## config.mk

```make
export PLATFORM = sky130hd
export DESIGN_NAME = fti_match
export DESIGN_NICKNAME = d
export VERILOG_FILES = /design/src/hw/rtl/flag_table_find_or_insert_macros.svh /design/src/hw/rtl/fti_pkg.sv /design/src/hw/rtl/fti_match.sv
export SDC_FILE = /design/constraint.sdc
export NUM_CORES = 1
export LEC_CHECK = 0
export ABC_AREA = 1
export BUFFER_PORTS_ARGS = -buffer_cell sky130_fd_sc_hd__buf_2
export CAP_MARGIN = 40
export CORE_MARGIN = 2
export CORE_UTILIZATION = 31
export DETAILED_ROUTE_END_ITERATION = 10
export PLACE_DENSITY = 0.95
export SYNTH_ARGS = -nofsm -noshare
export SYNTH_HDL_FRONTEND = slang
export SYNTH_SLANG_ARGS = --single-unit
export TNS_END_PERCENT = 10
```

## constraint.sdc

```tcl
create_clock -name vclk -period 1.2
set_clock_uncertainty 0.2 [all_clocks]
set_input_delay 0.24 -clock vclk [all_inputs]
set_output_delay 0.24 -clock vclk [all_outputs]
set_load 0.005 [all_outputs]
```

## src/hw/rtl/flag_table_find_or_insert_macros.svh

```systemverilog
// Assertion macros for the find-or-insert flag table.
// Used by the top level; no other dependencies.
`ifndef FLAG_TABLE_FIND_OR_INSERT_MACROS_SVH
`define FLAG_TABLE_FIND_OR_INSERT_MACROS_SVH

// Checks that the consequent holds in the same cycle as the antecedent.
`define FTI_ASSERT_SAME(label, clk, rst_n, ante, cons, msg) \
    label: assert property (@(posedge clk) disable iff (!rst_n) (ante) |-> (cons)) \
        else $error(msg);

// Checks that the consequent holds in the cycle after the antecedent.
`define FTI_ASSERT_NEXT(label, clk, rst_n, ante, cons, msg) \
    label: assert property (@(posedge clk) disable iff (!rst_n) (ante) |=> (cons)) \
        else $error(msg);

`endif

```

## src/hw/rtl/fti_pkg.sv

```systemverilog
// Package for the find-or-insert flag table: field widths, request codes,
// sequencer states and the store control struct. No dependencies.
`timescale 1ns / 1ps
`default_nettype none

package fti_pkg;

    localparam int HASH_W  = 15;
    localparam int WORD_W  = 16;
    localparam int KEY_W   = HASH_W + 2 * WORD_W;
    localparam int REQ_W   = 2;
    localparam int OUT_IDX_W = 8;

    // Request codes.
    localparam logic [REQ_W-1:0] REQ_FIND  = 2'd0;
    localparam logic [REQ_W-1:0] REQ_SET   = 2'd1;
    localparam logic [REQ_W-1:0] REQ_CLEAR = 2'd2;

    // Sequencer states, one-hot.
    typedef enum logic [1:0] {
        ST_IDLE = 2'b01,
        ST_SCAN = 2'b10
    } state_t;

    // Controls from the sequencer to the entry store.
    typedef struct packed {
        logic key_we;
        logic done_we;
        logic done_wdata;
        logic rd_en;
    } store_ctrl_t;

endpackage

`default_nettype wire

```

## src/hw/rtl/fti_match.sv

```systemverilog
// Key comparator shared by every step of a lookup scan.
// Depends on fti_pkg.
`timescale 1ns / 1ps
`default_nettype none

module fti_match (
    input  wire logic [fti_pkg::KEY_W-1:0] probe_key,
    input  wire logic [fti_pkg::KEY_W-1:0] stored_key,
    output logic                           key_equal
);
    import fti_pkg::*;

    // Hash, zone and link must all agree.
    always_comb
    begin
        key_equal = (probe_key == stored_key);
    end

endmodule

`default_nettype wire
```

### After elaboration in Yosys (flattened, before gate mapping)

Cells that the tools add are included.

| storage, ports and cells | value |
|---|---|
| bits in registers | 0 |
| bits of input ports | 94 |
| logic and storage cells | 1 |

| operators by class | value |
|---|---|
| equal/unequal tests | 1 |

Operators with widths:

| operator | number |
|---|---|
| $eq A47 B47 Y1 | 1 |

### Logic depth before layout (Yosys ltp)

Gate-level depths: netlist of run 1.

| depth | value |
|---|---|
| depth after elaboration | 1 |
| mapped depth | 9 |
| depth with buffers taken out | 9 |

### Worst setup path after synthesis of run 1

Ideal clock, no wire load.

| timing path | value |
|---|---|
| path kind | input-to-output |
| start point | in stored_key[15] (netlist bit) |
| end point | out key_equal |
| arrival | 0.789 ns |
| path slack | -0.029 ns |
| stages on the path | 7 |
| path buffers | 0 |
| path through | xnor2_1 -> nand2_1 -> nor2_1 -> nand2_1 -> nor2_1 -> nand2_1 -> nor2_2 |

| on the way | value |
|---|---|
| cells in the longest elaborated chain, start to end | 1 |

RTL lines:

| element | line | text |
|---|---|---|
| start: declaration | fti_match.sv:8 | `input wire logic [fti_pkg::KEY_W-1:0] stored_key,` |
| $eq A47 B47 Y1 | fti_match.sv:16 | `key_equal = (probe_key == stored_key);` |
| end: declaration | fti_match.sv:9 | `output logic key_equal` |

Every way passes these cells.

### Worst setup path in the final report of run 1

| timing path | value |
|---|---|
| start point | in stored_key[3] (netlist bit) |
| end point | out key_equal |

Same word-level chain as after synthesis.

==> flow_summary.yaml, run 1 <==
outcome:
  outcome: "complete, but fails checks"
  violations: "negative setup slack"
global_route:
  grt_start_max_net_pins: 3
  grt_antenna_before_repair: 0
  track_usage_pct: 15.5
  grt_overflow: 0
  grt_pass1_wl_um: 3080
  first_global_vias: 897
detailed_routing:
  wl_per_cell_um: 8.94
  wl_met2_um: 1200
  remaining_drc_errors: 0
  num_vias: 969
  first_pass_iters: 2
  wirelength_um: 2030
  wl_met1_um: 596
  routed.top_layer: "met4"
  wl_met3_um: 197
  via_per_inst: 4.27
  antenna_left: 0
  drt_iter0_drc: 3
synthesis:
  ys_warn_count: 0
  yosys-top-cells-count: "xnor2_1, nand2_1, nor2_1"
  syn_area_um2: 617
  ys_types: 7
  yosysSeqAreaShare_pct: 0
  synth.most_common_cell: "xnor2_1"
  synthCells: 105
  synth_top_cell_area_share_pct: 58.2
  synthesis.nets: 199
  synth.avg_cell_area_um2: 5.87
  synth.area.top_cells: "xnor2_1, nand2_1, nor2_1"
  yosysTopAreaCell: "xnor2_1"
power_and_ir_drop:
  p_sw_share_pct: 38.2
  p_clk_share_pct: 0
  comb_power_share_pct: 100.0
  p_seq_share_pct: 0
  powerDensity_nw_per_um2: 328
  p_total_uw: 394
  ir_drop_mv: 0.180
  internal_power_uw: 243
  leakagePower_nw: 0.659
  power.switching_uw: 151
place:
  dpl.cell_count: 227
  gp_congestion: 0.672
  portBuffers: 95
  place_ws_ns: -0.383
  dp.final_hpwl_um: 1750
cells_and_area:
  drive_above_1_share_pct: 52.5
  fill_cells: 186
  insertedDiodeCount: 0
  multi_input_area_um2: 642
  nClkBuffers: 0
  layout.cells.non_filler: 227
  fin_nets: 296
  regArea_um2: 0
  area_growth_pct: 94.7
  flops_and_latches: 0
  fin_util_pct: 62.5
sta:
  hold_viol: 0
  rsz0062_at_grt: "yes"
  slew_viol_final: 0
  tightestPinTransition_ns: 0.155
  worst_slack_ns: -0.334
  setup_violations: 1
  whs_ns: 0.743
  slew_headroom_pct: 89.6
  fmax_ghz: 0.652
  fin_crit_sh_pct: 128
  period_needed_ns: 1.53
floorplan:
  core_area_um2: 1920
  rows: 16
  dieHeight_um: 48.6
  ios: 95
  dieArea_um2: 2360
  dieWidth_um: 48.6
  start_util_pct: 32.1
setup_path:
  worstPathArrival_ns: 1.09
  worstPathRequired_ns: 0.76
  critPathMaxFanout: 1
  start_kind: "primary input"
  end_kind: "output port"
  crit_type: "in -> out"
run:
  maxCapViolations: 0
clocking:
  cts_hold_buf: 0
  post_cts_buffers: 0
min_path:
  min-delay-path-class: "in -> out"
-- through the flow --
stage	cell area, um2	TNS [ns]
after floorplan	617	-0.0293
after global placement	1130	-0.397
after detailed placement	1130	-0.383
after CTS	1150	-0.359
after global routing	1200	-0.450
final	1200	-0.334
-- power groups by stage --
stage	logic (mW)	clock network, mW	registers, mW
global route	0.438	0	0
CTS	0.374	0	0
detailed placement	0.361	0	0
global placement	0.351	0	0
floorplan	0.169	0	0
finish	0.394	0	0
-- worst max-delay path, cell delays in order --
cell	delay (ns)
buf_2	0.10
xnor2_1	0.15
nand2_1	0.08
nor2_2	0.11
nand2_1	0.05
nor2_1	0.10
nand2_1	0.07
nor2_2	0.07
buf_2	0.12
-- worst paths after layout --
kind / from / to / slack (ns) / cells after the start
worst max-delay path: stored_key[3] / key_equal / -0.33 / 9
worst min-delay path: probe_key[26] / key_equal / 0.74 / 7
-- final cells by class --
cell class         count  share of cell area, %
multi-input cells     95                   53.4
repair buffers        95                   40.6
inverters             10                   3.13
well taps             27                   2.81
-- cells by family (layout without fill, tap and decap cells) --
| logic type | Yosys count | count (layout) | share of synthesized area [%] |
|---|---|---|---|
| xor gates and xnor gates | 42 | 42 | 59.6 |
| buffers and inverters | 10 | 105 | 6.09 |
| and+or+nand+nor | 53 | 53 | 34.3 |
-- cells in the final DEF (no fill, tap or decap) --
master	Yosys	final
buf_6	0	2
inv_1	10	10
buf_2	0	93
xnor2_2	0	8
xnor2_1	41	33
nand4_1	4	4
nor2_1	12	11
nand2_1	36	36
xor2_1	1	1
nor2_2	1	2
-- metal layers --
layer / GRT usage, % / vias to the layer above
met5: 0 / -
met4: 2.86 / 0
met3: 2.16 / 4
met2: 36.3 / 51
met1: 12.8 / 411
li1: - / 503
-- repair_timing --
action / CTS / global route
gates resized for setup: 4 / 7
endpoints found under the setup margin: 1 / 1
endpoints found under the hold margin: 0 / 0
cloned: 0 / 0
Note: power is estimated with default switching activity, not from simulation.
==> inputs of run 2 (changes only) <==
SKIP_LAST_GASP = 1   (was unset)
clock period = 1.6 ns   (was 1.2 ns; I/O delays follow)
==> flow_summary.yaml, run 2 (same netlist as run 1, synthesis figures left out) <==
clocking:
  cts_hold_buf: 0
setup_path:
  worstPathArrival_ns: 1.20
  cp_cell_sequence: "buf_2, xnor2_2, nand2_1, nor2_1, nand2_1, nor2_1, nand2_1, nor2_2, buf_2"
  startpoint: "stored_key[38]"
  worstPathRequired_ns: 1.08
  cp_slowest_cell: "xnor2_2"
  end_kind: "output port"
  start_kind: "primary input"
  crit_top_cell: "nand2_1"
  cp_slowest_stage_delay_ns: 0.15
  crit_type: "in -> out"
  critPathMaxFanout: 1
sta:
  worst_slack_ns: -0.124
  fmax_ghz: 0.580
  slew_viol_final: 0
  fin_crit_sh_pct: 108
  hold_viol: 0
  rsz0062_at_grt: "yes"
  tightestPinTransition_ns: 0.149
  period_needed_ns: 1.72
  slew_headroom_pct: 90.0
  setup_violations: 1
floorplan:
  dieArea_um2: 2360
  dieWidth_um: 48.6
  ios: 95
  start_util_pct: 32.1
  core_area_um2: 1920
  dieHeight_um: 48.6
  rows: 16
detailed_routing:
  wirelength_um: 1770
  num_vias: 937
  drt_iter0_drc: 3
  via_per_inst: 4.13
  first_pass_iters: 2
  wl_per_cell_um: 7.81
  antenna_left: 0
  remaining_drc_errors: 0
outcome:
  violations: "negative setup slack"
  outcome: "complete, but fails checks"
place:
  place_area_um2: 1130
  dpl.cell_count: 227
  portBuffers: 95
  dp.final_hpwl_um: 1750
  gp_congestion: 0.672
  place_ws_ns: -0.161
cells_and_area:
  area_growth_pct: 86.6
  fill_cells: 199
  flops_and_latches: 0
  fin_area_um2: 1150
  final_cell_mix: "buf_2, xnor2_1, nand2_1, nor2_1, inv_1"
  multi_input_area_um2: 604
  fin_nets: 296
  drive_above_1_share_pct: 50.0
  insertedDiodeCount: 0
  layout_commonest_cell: "buf_2"
  layout.cells.non_filler: 227
  regArea_um2: 0
  fin_util_pct: 59.9
  nClkBuffers: 0
min_path:
  hp-start: "probe_key[26]"
  min-delay-path-class: "in -> out"
global_route:
  grt_pass1_wl_um: 2840
  grt_overflow: 0
  first_global_vias: 810
  grt_antenna_before_repair: 0
  track_usage_pct: 14.0
  grt_start_max_net_pins: 3
power_and_ir_drop:
  ir_drop_mv: 0.138
  powerDensity_nw_per_um2: 239
  p_total_uw: 275
  leakagePower_nw: 0.626
run:
  maxCapViolations: 0
-- run 2: cell count changes in the layout (fill, tap and decap cells not counted) --
cell,before,now
buf_2,93,95
buf_6,2,0
xnor2_1,33,38
xnor2_2,8,3
-- run 2: worst max-delay path: cells and delay by family --
| family | cells | cell delay, ns |
|---|---|---|
| buf+inv | 2 | 0.23 |
| simple gates | 6 | 0.50 |
| xor+xnor | 1 | 0.15 |
-- run 2: worst paths after layout --
| check | end | cells past startpoint |
|---|---|---|
| min | key_equal | 7 |
| max | key_equal | 9 |
-- run 2: power by group --
group / total [mW] / switching (mW) / internal, mW
combinational: 0.275 / 0.104 / 0.171
sequential: 0 / 0 / 0
clock: 0 / 0 / 0
-- run 2: cell type report --
class / instances / area share [%]
inverters: 10 / 3.26
multi-input cells: 95 / 52.5
well taps: 27 / 2.93
repair buffers: 95 / 41.3
-- run 2: per-stage QoR --
step	setup TNS, ns	hold slack, ns
after floorplan	0	0.662
after global placement	-0.157	0.893
after detailed placement	-0.161	0.897
after CTS	-0.144	0.898
after global routing	-0.243	0.940
final	-0.124	0.891
-- run 2: what timing repair did --
action,CTS,global route
pin swaps,0,1
setup buffers,0,0
resized for setup,1,3
endpoints found under the setup margin,1,1
-- run 2: metal layers --
| metal | share of wire, % | vias up | global-route usage, % | routed length (um) |
|---|---|---|---|---|
| li1 | - | 503 | - | - |
| met1 | 32 | 385 | 13.2 | 562 |
| met2 | 57 | 49 | 32.0 | 1010 |
| met3 | 11 | 0 | 2.16 | 199 |
| met4 | 0 | 0 | 0 | 0 |
| met5 | 0 | - | 0 | 0 |
